## src/hw/rtl/trs_model_matrix_compose_core_assert.svh

```systemverilog
// ----------------------------------------------------------------------------
// Assertion macros for the model matrix composer
// Shorthand for clocked assertions that are disabled while rst is high.
// ----------------------------------------------------------------------------
`ifndef TRS_MODEL_MATRIX_COMPOSE_CORE_ASSERT_SVH
`define TRS_MODEL_MATRIX_COMPOSE_CORE_ASSERT_SVH

// The consequent holds in the same cycle as the antecedent.
`define TRSMC_ASSERT_NOW(lbl, ante, cons, msg) \
  lbl: assert property (@(posedge clk) disable iff (rst) (ante) |-> (cons)) \
    else $error(msg);

// The consequent holds in the cycle after the antecedent.
`define TRSMC_ASSERT_NEXT(lbl, ante, cons, msg) \
  lbl: assert property (@(posedge clk) disable iff (rst) (ante) |=> (cons)) \
    else $error(msg);

`endif

```

## src/hw/rtl/trsmc_pkg.sv

```systemverilog
// ----------------------------------------------------------------------------
// Model matrix composer package
// Types, constants and the rotation step table shared by the composer files.
// ----------------------------------------------------------------------------
package trsmc_pkg;

  localparam int NODE_COUNT = 256;
  localparam int NodeW      = $clog2(NODE_COUNT);
  localparam int MatWords   = 12;
  localparam int MemDepth   = NODE_COUNT * MatWords;
  localparam int MemAw      = $clog2(MemDepth);

  localparam logic [3:0] WordLast = 4'(MatWords - 1);
  localparam logic [3:0] ReadLast = 4'(MatWords);
  localparam logic [1:0] RowLast  = 2'd2;
  localparam logic [1:0] ColLast  = 2'd3;
  localparam logic [1:0] KLast    = 2'd2;

  localparam logic [33:0] DegFull    = 34'd23592960;
  localparam logic [33:0] DegQuarter = 34'd5898240;
  localparam logic [33:0] DegHalf    = DegQuarter * 34'd2;
  localparam logic [33:0] Deg3Q      = DegQuarter * 34'd3;
  localparam logic [33:0] DegEighth  = 34'd2949120;
  localparam logic [33:0] AngOffset  = DegFull * 34'd92;

  localparam logic [63:0] RadK   = 64'd1228166276394;
  localparam logic [31:0] RadKHi = 32'(RadK >> 20);
  localparam logic [31:0] RadKLo = 32'(RadK & 64'hFFFFF);
  localparam logic [63:0] OneQ30  = 64'd1073741824;
  localparam logic [63:0] HalfQ30 = 64'd536870912;

  localparam int NumTerms = 11;
  localparam logic [3:0] LastSineTerm = 4'd4;
  localparam logic [3:0] LastTerm     = 4'(NumTerms - 1);
  localparam logic [7:0] TERM_DIV [NumTerms] = '{
    8'd110, 8'd72, 8'd42, 8'd20, 8'd6,
    8'd132, 8'd90, 8'd56, 8'd30, 8'd12, 8'd2
  };
  localparam logic [31:0] TERM_RECIP [NumTerms] = '{
    32'(64'd4294967296 / 64'd110), 32'(64'd4294967296 / 64'd72),
    32'(64'd4294967296 / 64'd42),  32'(64'd4294967296 / 64'd20),
    32'(64'd4294967296 / 64'd6),   32'(64'd4294967296 / 64'd132),
    32'(64'd4294967296 / 64'd90),  32'(64'd4294967296 / 64'd56),
    32'(64'd4294967296 / 64'd30),  32'(64'd4294967296 / 64'd12),
    32'(64'd4294967296 / 64'd2)
  };

  localparam logic [2:0] SRC_SX = 3'd0;
  localparam logic [2:0] SRC_CX = 3'd1;
  localparam logic [2:0] SRC_SY = 3'd2;
  localparam logic [2:0] SRC_CY = 3'd3;
  localparam logic [2:0] SRC_SZ = 3'd4;
  localparam logic [2:0] SRC_CZ = 3'd5;
  localparam logic [2:0] SRC_A  = 3'd6;
  localparam logic [2:0] SRC_B  = 3'd7;

  localparam logic [3:0] RI_00 = 4'd0;
  localparam logic [3:0] RI_01 = 4'd1;
  localparam logic [3:0] RI_02 = 4'd2;
  localparam logic [3:0] RI_10 = 4'd3;
  localparam logic [3:0] RI_11 = 4'd4;
  localparam logic [3:0] RI_12 = 4'd5;
  localparam logic [3:0] RI_20 = 4'd6;
  localparam logic [3:0] RI_21 = 4'd7;
  localparam logic [3:0] RI_22 = 4'd8;
  localparam logic [3:0] RI_A  = 4'd9;
  localparam logic [3:0] RI_B  = 4'd10;
  localparam int RegCount = 11;
  localparam logic [3:0] RStepLast = 4'd13;

  typedef struct packed {
    logic [7:0]         node_index;
    logic [7:0]         parent_index;
    logic               has_parent;
    logic signed [31:0] pos_x;
    logic signed [31:0] pos_y;
    logic signed [31:0] pos_z;
    logic signed [31:0] angle_x;
    logic signed [31:0] angle_y;
    logic signed [31:0] angle_z;
    logic signed [31:0] scale_x;
    logic signed [31:0] scale_y;
    logic signed [31:0] scale_z;
  } req_t;

  typedef struct packed {
    logic [7:0]         out_node;
    logic [1:0]         row_number;
    logic signed [31:0] elem_0;
    logic signed [31:0] elem_1;
    logic signed [31:0] elem_2;
    logic signed [31:0] elem_3;
    logic               last_row;
  } res_t;

  typedef struct packed {
    logic               done;
    logic signed [31:0] sin_q30;
    logic signed [31:0] cos_q30;
  } sc_out_t;

  typedef enum logic [1:0] {RM_SET, RM_NEG, RM_ADD} rmode_t;

  typedef struct packed {
    logic [2:0] sa;
    logic [2:0] sb;
    logic [3:0] dst;
    rmode_t     mode;
  } rop_t;

  typedef enum logic [4:0] {
    SC_IDLE, SC_REDUCE, SC_FOLD, SC_X1, SC_X2, SC_X3, SC_SQ, SC_SQR,
    SC_T1, SC_T2, SC_T3, SC_T4, SC_T5, SC_S1, SC_S2, SC_DONE
  } sc_state_t;

  typedef enum logic [3:0] {
    ST_IDLE, ST_ASTART, ST_AWAIT, ST_RMUL, ST_RWB, ST_LMUL, ST_LWB,
    ST_PREAD, ST_PMUL, ST_PWB, ST_WRITE
  } state_t;

  function automatic rop_t r_step(input logic [3:0] s);
    rop_t op;
    case (s)
      4'd0:    op = '{SRC_SY, SRC_SX, RI_A,  RM_SET};
      4'd1:    op = '{SRC_CY, SRC_SX, RI_B,  RM_SET};
      4'd2:    op = '{SRC_CY, SRC_CZ, RI_00, RM_SET};
      4'd3:    op = '{SRC_A,  SRC_SZ, RI_00, RM_ADD};
      4'd4:    op = '{SRC_CY, SRC_SZ, RI_01, RM_NEG};
      4'd5:    op = '{SRC_A,  SRC_CZ, RI_01, RM_ADD};
      4'd6:    op = '{SRC_SY, SRC_CX, RI_02, RM_SET};
      4'd7:    op = '{SRC_CX, SRC_SZ, RI_10, RM_SET};
      4'd8:    op = '{SRC_CX, SRC_CZ, RI_11, RM_SET};
      4'd9:    op = '{SRC_SY, SRC_CZ, RI_20, RM_NEG};
      4'd10:   op = '{SRC_B,  SRC_SZ, RI_20, RM_ADD};
      4'd11:   op = '{SRC_SY, SRC_SZ, RI_21, RM_SET};
      4'd12:   op = '{SRC_B,  SRC_CZ, RI_21, RM_ADD};
      4'd13:   op = '{SRC_CY, SRC_CX, RI_22, RM_SET};
      default: op = '{SRC_SX, SRC_SX, RI_A,  RM_SET};
    endcase
    return op;
  endfunction

  function automatic logic signed [31:0] sat32(input logic signed [67:0] v);
    if (v > 68'sd2147483647) begin
      return 32'sh7FFFFFFF;
    end else if (v < -68'sd2147483648) begin
      return 32'sh80000000;
    end
    return 32'(v);
  endfunction

endpackage

```

## src/hw/rtl/trsmc_sincos.sv

```systemverilog
// ----------------------------------------------------------------------------
// Sine and cosine of an angle in degrees
// Reduces a Q16.16 angle to one octant and evaluates Horner series in Q2.30
// on one shared multiplier.
// ----------------------------------------------------------------------------
module trsmc_sincos
  import trsmc_pkg::*;
(
  input  logic               clk,
  input  logic               rst,
  input  logic               go,
  input  logic signed [31:0] angle,
  output sc_out_t            sc
);

  sc_state_t   state, state_next;
  logic [33:0] r;
  logic [2:0]  k;
  logic [1:0]  quad;
  logic        swap;
  logic [21:0] red;
  logic [63:0] xh, prod;
  logic [31:0] x, x2, t, v, q0, sn, mul_a, mul_b, ps, pc;
  logic [39:0] qd;
  logic [3:0]  term;
  logic [33:0] red_step;
  logic [1:0]  fold_q;
  logic [33:0] fold_rem;

  assign red_step = DegFull << k;

  always_comb begin
    if (r >= Deg3Q) begin
      fold_q = 2'd3;
      fold_rem = r - Deg3Q;
    end else if (r >= DegHalf) begin
      fold_q = 2'd2;
      fold_rem = r - DegHalf;
    end else if (r >= DegQuarter) begin
      fold_q = 2'd1;
      fold_rem = r - DegQuarter;
    end else begin
      fold_q = 2'd0;
      fold_rem = r;
    end
  end

  always_comb begin
    case (state)
      SC_X1: begin
        mul_a = 32'(red);
        mul_b = RadKHi;
      end
      SC_X2: begin
        mul_a = 32'(red);
        mul_b = RadKLo;
      end
      SC_SQ: begin
        mul_a = x;
        mul_b = x;
      end
      SC_T1: begin
        mul_a = x2;
        mul_b = t;
      end
      SC_T3: begin
        mul_a = v;
        mul_b = TERM_RECIP[term];
      end
      SC_S1: begin
        mul_a = x;
        mul_b = t;
      end
      default: begin
        mul_a = '0;
        mul_b = '0;
      end
    endcase
  end

  always_comb begin
    state_next = state;
    case (state)
      SC_IDLE:   if (go) state_next = SC_REDUCE;
      SC_REDUCE: if (k == 3'd0) state_next = SC_FOLD;
      SC_FOLD:   state_next = SC_X1;
      SC_X1:     state_next = SC_X2;
      SC_X2:     state_next = SC_X3;
      SC_X3:     state_next = SC_SQ;
      SC_SQ:     state_next = SC_SQR;
      SC_SQR:    state_next = SC_T1;
      SC_T1:     state_next = SC_T2;
      SC_T2:     state_next = SC_T3;
      SC_T3:     state_next = SC_T4;
      SC_T4:     state_next = SC_T5;
      SC_T5: begin
        if (term == LastSineTerm) begin
          state_next = SC_S1;
        end else if (term == LastTerm) begin
          state_next = SC_DONE;
        end else begin
          state_next = SC_T1;
        end
      end
      SC_S1:     state_next = SC_S2;
      SC_S2:     state_next = SC_T1;
      SC_DONE:   state_next = SC_IDLE;
      default:   state_next = SC_IDLE;
    endcase
  end

  always_ff @(posedge clk) begin
    if (rst) begin
      state <= SC_IDLE;
    end else begin
      state <= state_next;
    end
  end

  always_ff @(posedge clk) begin
    prod <= mul_a * mul_b;
    case (state)
      SC_IDLE: begin
        if (go) begin
          r <= {{2{angle[31]}}, angle} + AngOffset;
          k <= 3'd7;
        end
      end
      SC_REDUCE: begin
        if (r >= red_step) begin
          r <= r - red_step;
        end
        k <= k - 3'd1;
      end
      SC_FOLD: begin
        quad <= fold_q;
        swap <= fold_rem > DegEighth;
        red  <= (fold_rem > DegEighth) ? 22'(DegQuarter - fold_rem) : 22'(fold_rem);
      end
      SC_X2: xh <= prod;
      SC_X3: x <= 32'(((xh << 20) + prod) >> 32);
      SC_SQR: begin
        x2   <= 32'((prod + HalfQ30) >> 30);
        t    <= 32'(OneQ30);
        term <= 4'd0;
      end
      SC_T2: v <= 32'((prod + HalfQ30) >> 30);
      SC_T4: begin
        q0 <= prod[63:32];
        qd <= prod[63:32] * TERM_DIV[term];
      end
      SC_T5: begin
        t <= 32'(OneQ30) - (q0 + 32'((40'(v) - qd) >= 40'(TERM_DIV[term])));
        term <= term + 4'd1;
      end
      SC_S2: begin
        sn <= 32'((prod + HalfQ30) >> 30);
        t  <= 32'(OneQ30);
      end
      default: ;
    endcase
  end

  always_comb begin
    ps = swap ? t : sn;
    pc = swap ? sn : t;
    sc.done = (state == SC_DONE);
    case (quad)
      2'd0: begin
        sc.sin_q30 = $signed(ps);
        sc.cos_q30 = $signed(pc);
      end
      2'd1: begin
        sc.sin_q30 = $signed(pc);
        sc.cos_q30 = -$signed(ps);
      end
      2'd2: begin
        sc.sin_q30 = -$signed(ps);
        sc.cos_q30 = -$signed(pc);
      end
      default: begin
        sc.sin_q30 = -$signed(pc);
        sc.cos_q30 = $signed(ps);
      end
    endcase
  end

endmodule

```

## config.mk

```make
export PLATFORM = sky130hd
export DESIGN_NAME = trsmc_sincos
export DESIGN_NICKNAME = d
export VERILOG_FILES = /design/src/hw/rtl/trs_model_matrix_compose_core_assert.svh /design/src/hw/rtl/trsmc_pkg.sv /design/src/hw/rtl/trsmc_sincos.sv
export SDC_FILE = /design/constraint.sdc
export NUM_CORES = 2
export LEC_CHECK = 0
export BUFFER_PORTS_ARGS = -buffer_cell sky130_fd_sc_hd__clkbuf_2
export CAP_MARGIN = 20
export CORE_MARGIN = 2
export CORE_UTILIZATION = 39
export CTS_CLUSTER_DIAMETER = 30
export CTS_CLUSTER_SIZE = 8
export DETAILED_ROUTE_END_ITERATION = 10
export PLACE_DENSITY = 0.51
export REMOVE_ABC_BUFFERS = 1
export SLEW_MARGIN = 15
export SYNTH_ARGS = -nofsm -noshare
export SYNTH_HDL_FRONTEND = slang
export SYNTH_SLANG_ARGS = --single-unit
```

## constraint.sdc

```tcl
create_clock -name clk -period 15.8 [get_ports clk]
set_clock_uncertainty 0.2 [all_clocks]
set_input_delay 3.16 -clock clk [delete_from_list [all_inputs] [get_ports clk]]
set_output_delay 3.16 -clock clk [all_outputs]
set_load 0.05 [all_outputs]
```

* Word-level counts from Yosys, hierarchy flattened
Memories as Yosys holds them, arrays and structs flattened.
Cells that the tools add are included.
** Word-level totals
- Flip-flop bits (word level) :: 411
- ROM bits :: 640
- Bits of input ports :: 35
- Output and inout port bits :: 65
- Word-level logic and storage cells :: 108
- Memories :: 2
** Operators by class
- Add/sub/neg operators :: 15
- Multipliers :: 2
- Order comparisons :: 7
- Eq/ne operators :: 22
- Shift-type cells :: 1
- Mux-type cells :: 27
- Bitwise gates (word level) :: 1
- Reduce and logical (&&, ||, !) cells :: 14
** Memories
- (no name shown) :: depth 16, width 32, rd ports 1, clocked after Yosys merged registers in 0, wr ports 0, line trsmc_sincos.sv:68 : mul_b = TERM_RECIP[term];
- (no name shown) :: depth 16, width 8, rd ports 1, clocked after Yosys merged registers in 0, wr ports 0, line trsmc_sincos.sv:153 : t <= 32'(OneQ30) - (q0 + 32'((40'(v) - qd) >= 40'(TERM_DIV[term])));
** Operator list (count)
- 64-bit case mux with 3 select lines :: 1
- 34-bit 2-to-1 mux :: 5
- 32-bit case mux with 5 select lines :: 1
- 32-bit 2-to-1 mux :: 4
- 32-bit case mux with 4 select lines :: 1
- 5-bit case mux with 14 select lines :: 1
- 34-bit case mux with 2 select lines :: 1
- 64-bit adder :: 1
- 32-bit by 32-bit multiplier with 64-bit output :: 1
- 32-bit negation :: 2
- 32-bit case mux with 2 select lines :: 1
- 62-bit by 30-bit adder with 62-bit output, second input constant :: 1
- 5-bit by 4-bit equality test with 1-bit output, second input constant :: 8
- 40-bit by 8-bit >= comparator with 1-bit output :: 1
- 32-bit by 8-bit multiplier with 40-bit output :: 1
- 32-bit by 40-bit subtractor with 40-bit output :: 1
- 32-bit by 33-bit adder with 34-bit output, second input constant :: 1
- 34-bit by 23-bit >= comparator with 1-bit output, second input constant :: 1
- 34-bit by 24-bit >= comparator with 1-bit output, second input constant :: 1
- 34-bit by 25-bit >= comparator with 1-bit output, second input constant :: 1
- 34-bit >= comparator :: 1
- 34-bit by 22-bit > comparator with 1-bit output, second input constant :: 1
- 25-bit by 3-bit left shift with 34-bit output, first input constant :: 1
- 34-bit by 23-bit subtractor with 34-bit output, second input constant :: 1
- other kinds (32) :: 50

* Depth between registers and ports, before layout
- Word-level depth :: 8
- Mapped depth :: 39
- Mapped depth without buffers :: 36

* Worst setup path before layout
No wires, ideal clock.
- Kind :: register to register
- From :: register state[0]
- To :: register prod[60]
- Library setup time :: 72 ps
- Arrival :: 9287 ps
- Required time :: 15528 ps
- Setup slack :: 6241 ps
- Stages on the path, launching flop included :: 35
- Buffers on the path :: 4
- Clock period less this slack :: 9559 ps
- Cells stage by stage :: dfxtp_1 buf_1 xor2_1 nor3b_1 clkbuf_1 clkbuf_1 nand2_1 nand4_1 clkbuf_1 nand2_1 fa_1 inv_1 fa_1 inv_1 fa_1 fa_1 inv_1 fa_1 fa_1 fa_1 inv_1 fa_1 inv_1 ha_1 a21o_1 a221o_1 a21oi_1 o41ai_1 a32oi_1 o311ai_1 a221o_1 and2_1 a221o_1 a21oi_1 xnor2_1
** Between the ends
- Longest elaborated chain between the ends :: 4
- Elaborated cells between the ends (all ways) :: 12
- Classes of those cells :: mul: 1; eq/ne: 6; mux: 2; reduce/logical: 3
** Ends and longest elaborated chain
- from (decl) :: line trsmc_sincos.sv:16 : sc_state_t state, state_next;
- from (signal assigned) :: line trsmc_sincos.sv:116 : state <= state_next;
- 5-bit by 4-bit equality test with 1-bit output (tied with other cells) :: line trsmc_sincos.sv:49 : case (state)
- 2-bit OR reduction (no source line)
- 32-bit case mux with 5 select lines / 32-bit case mux with 4 select lines (equally long branches) :: line trsmc_sincos.sv:49
- 32-bit by 32-bit multiplier with 64-bit output (*) :: line trsmc_sincos.sv:121 : prod <= mul_a * mul_b;
- to (signal assigned) :: line trsmc_sincos.sv:121
- to (decl) :: line trsmc_sincos.sv:22 : logic [63:0] xh, prod;
Mark *: on every way between the ends. The rest lies on a longest branch, timed or not.
A chain may end at the register's enable or synchronous reset.

* Worst setup path after layout
- From :: register state[3]
- To :: register prod[56]
Same word-level chain as after synthesis.

==> results.py <==
metrics = {
    "synthesis": {
        "syn_inst": 7128,
        "async_flop_share": 0,
        "synth_ff_type": "edfxtp_1",
        "seq_area_frac_synth": 0.178,
        "ys_ff_latch": 409,
        "syn_area_per_cell_sq_um": 9.13,
        "ys_types": 104,
        "syn-cell-area_sq_um": 65100,
        "synth_edf_count": 341,
        "synth_warnings": 0,
    },
    "clocking": {
        "cts_root_buf": "clkbuf_16",
        "cts_hold_buf": 0,
        "clk_pin_slew_ns": 0.05,
        "cts-htree-levels": 3,
        "cts_tree": "done",
        "ctsResizeCount": 0,
        "clockBufferDepth": 3,
        "post_cts.repair.setup_buffers": 0,
        "clkLatencyLatePin_ns": 0.66,
        "cts_buffers": 99,
        "clock-sinks": 409,
    },
    "drt": {
        "first_iter_violations": 4983,
        "ant_nets": 0,
        "wl_per_cell_um": 25.2,
        "wirelength_um": 237000,
        "vias": 52000,
        "route.detailed.drc": 0,
        "first_pass_iters": 9,
        "vias_per_cell": 5.52,
    },
    "min_path": {
        "whs_endpoint": "xh[0]",
        "min_from": "prod[0]",
        "worstHoldPathType": "reg2reg",
        "min_path_cells": 0,
    },
    "place": {
        "placed_area_sq_um": 68400,
        "hpwl_um": 187000,
        "place_congestion": 0.949,
        "io_buffer_count": 99,
    },
    "floorplan": {
        "io_pins": 100,
        "core-area_sq_um": 165000,
        "num_rows": 149,
        "die_y_um": 412,
        "die-area_sq_um": 170000,
        "start_util": 0.393,
        "fp.dieW_um": 412,
    },
    "global_route": {
        "grt_max_degree": 133,
        "antenna_found_initial": 15,
        "grt_pass1_vias": 53100,
        "grt_usage": 0.281,
        "grt_pass1_wl_um": 353000,
        "grt.overflow.total": 0,
    },
    "critical_path": {
        "worstPathRequired_ns": 16.17,
        "r2r_slack_ns": 3.93,
        "r2r-start": "state[3]",
        "startpoint_type": "flip-flop",
        "path_class": "reg2reg",
        "cp_slowest_cell": "and2_1",
        "cpMostUsedCell": "fa_1",
        "crit_path_max_incr_delay_ns": 0.92,
        "rr_worst_depth": 30,
        "worstPathArrival_ns": 12.24,
        "crit_path_max_fanout": 25,
        "endpoint_kind": "flip-flop",
        "r2r-end": "prod[56]",
    },
    "timing": {
        "layout_min_cycle_time_ns": 11.87,
        "maxSlewHeadroom": 0.128,
        "setup_tns_ns": 0,
        "drv_slew": 0,
        "final_hold_viol_count": 0,
        "period_share": 0.751,
        "clock.fmax_ghz": 0.0843,
        "setup_violations": 0,
        "fin_hold_ws_ns": 0.198,
        "worst_pin_slew_ns": 1.31,
        "rsz0062_at_grt": "false",
    },
    "power": {
        "comb_power_share": 0.160,
        "cellLeakagePower_nw": 34.5,
        "p_clk_frac": 0.516,
        "powerDensity_nw_per_um2": 55.7,
        "p_seq_frac": 0.324,
        "p_sw_frac": 0.294,
        "fin_total_pwr_mw": 4.01,
        "internal_power_mw": 2.83,
        "irDropWorstVdd_uv": 93.1,
        "power_switching_mw": 1.18,
    },
    "finish": {
        "nets": 8724,
        "final_area_sq_um": 71900,
        "drive_above_1_share": 0.0818,
        "syn_to_final_growth_pct": 10.4,
    },
    "run": {
        "max_cap_viol_count": 0,
    },
    "run_status": {
        "outcome": "finished clean",
    },
}
-- area by class of cell --
cell class,count,area (sq um)
fillers,16200,93500
multi-input cells,5189,47900
flip-flops and latches,409,11600
inverters,1182,4440
well taps,2189,2740
clock buffers,123,2680
repair buffers,261,1730
clock inverters,63,744
diodes,5,12.5
-- stage by stage --
step           utilization  std cells  worst slack [ns]
2_1_floorplan            -       6780              3.35
3_3_place_gp         0.414       9228              4.40
3_5_place_dp         0.414       9229              4.21
4_1_cts              0.434       9415              4.23
5_1_grt              0.434       9416              3.54
6_report             0.435       9421              3.93
-- critical path: cells and delay by family (launching register included) --
family	cells	cell delay, ns
buf+inv	4	0.20
fa+ha+maj	9	4.40
flops	1	0.65
compound gates	8	3.25
xor+xnor	1	0.13
simple gates	8	2.96
-- cells in the final DEF (no fill, tap or decap), types with 24 or more instances in the layout --
cell type and n:
clkbuf_2 99, nand4_1 32, xor2_1 90, o31ai_1 24, nand2_1 935, buf_4 160, xnor2_1 169, dfxtp_1 68
nor3_1 77, and2_1 195, nor2b_1 32, edfxtp_1 341, a211oi_1 35, and3_1 44, fa_1 1046, o21a_1 46
o21ai_0 131, inv_1 1177, nor2_1 761, nand2b_1 42, clkbuf_16 100, mux2_2 37, a21oi_1 265, a221o_1 28
ha_1 501, nand3_1 88, o21bai_1 26, mux2i_1 52, a21o_1 120, mux4_2 28
-- per-layer routing --
layer | GRT usage | vias up | part of all wire
li1 | - | 22900 | -
met1 | 0.404 | 26600 | 0.44
met2 | 0.434 | 2154 | 0.44
met3 | 0.0429 | 401 | 0.082
met4 | 0.0922 | 2 | 0.040
met5 | 0 | - | 0.000055
-- cell usage after synthesis (32+ instances only) --
library cell | instances | area (sq um)
a211oi_1 | 37 | 278
a21o_1 | 120 | 901
a21oi_1 | 265 | 1330
a221oi_1 | 33 | 289
and2_1 | 195 | 1220
and3_1 | 44 | 275
clkbuf_1 | 308 | 1160
dfxtp_1 | 68 | 1360
edfxtp_1 | 341 | 10200
fa_1 | 1046 | 20900
ha_1 | 501 | 6270
inv_1 | 1178 | 4420
mux2_2 | 37 | 417
mux2i_1 | 54 | 541
nand2_1 | 937 | 3520
nand2b_1 | 42 | 263
nand3_1 | 88 | 440
nand4_1 | 32 | 200
nor2_1 | 768 | 2880
nor2b_1 | 32 | 200
nor3_1 | 82 | 410
o21a_1 | 47 | 353
o21ai_0 | 132 | 661
xnor2_1 | 169 | 1480
xor2_1 | 90 | 788
-- power by group through the flow --
stage / Clock [mW] / Combinational, mW / Sequential, mW
finish: 2.07 / 0.641 / 1.30
global route: 2.14 / 0.694 / 1.30
CTS: 2.08 / 0.638 / 1.30
detailed placement: 0 / 0.633 / 1.32
global placement: 0 / 0.630 / 1.32
floorplan: 0 / 0.410 / 1.30
-- cell families (layout without fill, tap and decap cells) --
| family | count (synthesis) | count (layout) | share of synthesized area |
|---|---|---|---|
| DFF | 409 | 409 | 0.178 |
| AOI/OAI and AO/OA | 921 | 921 | 0.0953 |
| buffers and inverters | 1530 | 1629 | 0.0892 |
| adders and majority gates | 1547 | 1547 | 0.418 |
| and+or+nand+nor | 2336 | 2336 | 0.158 |
| muxes | 125 | 125 | 0.0257 |
| other | 0 | 5 | 0 |
| xor gates and xnor gates | 260 | 260 | 0.0351 |
-- flip-flops by register name (all words and copies together) (netlist names), 32 cells and up --
register and flops:
prod 64, q0 32, qd 39, r 34
sn 32, t 32, v 32, x 32
x2 32, xh 44
-- worst max-delay path by stage --
| stage | startpoint | to | depth (start not counted) |
|---|---|---|---|
| after floorplan | state[2] | prod[60] | 29 |
| after global placement | state[3] | prod[56] | 30 |
| after detailed placement | state[3] | prod[56] | 30 |
| after CTS | state[3] | prod[56] | 30 |
| after global routing | state[3] | prod[60] | 30 |
| final | state[3] | prod[56] | 30 |
Note: power is estimated with default switching activity, not from simulation.
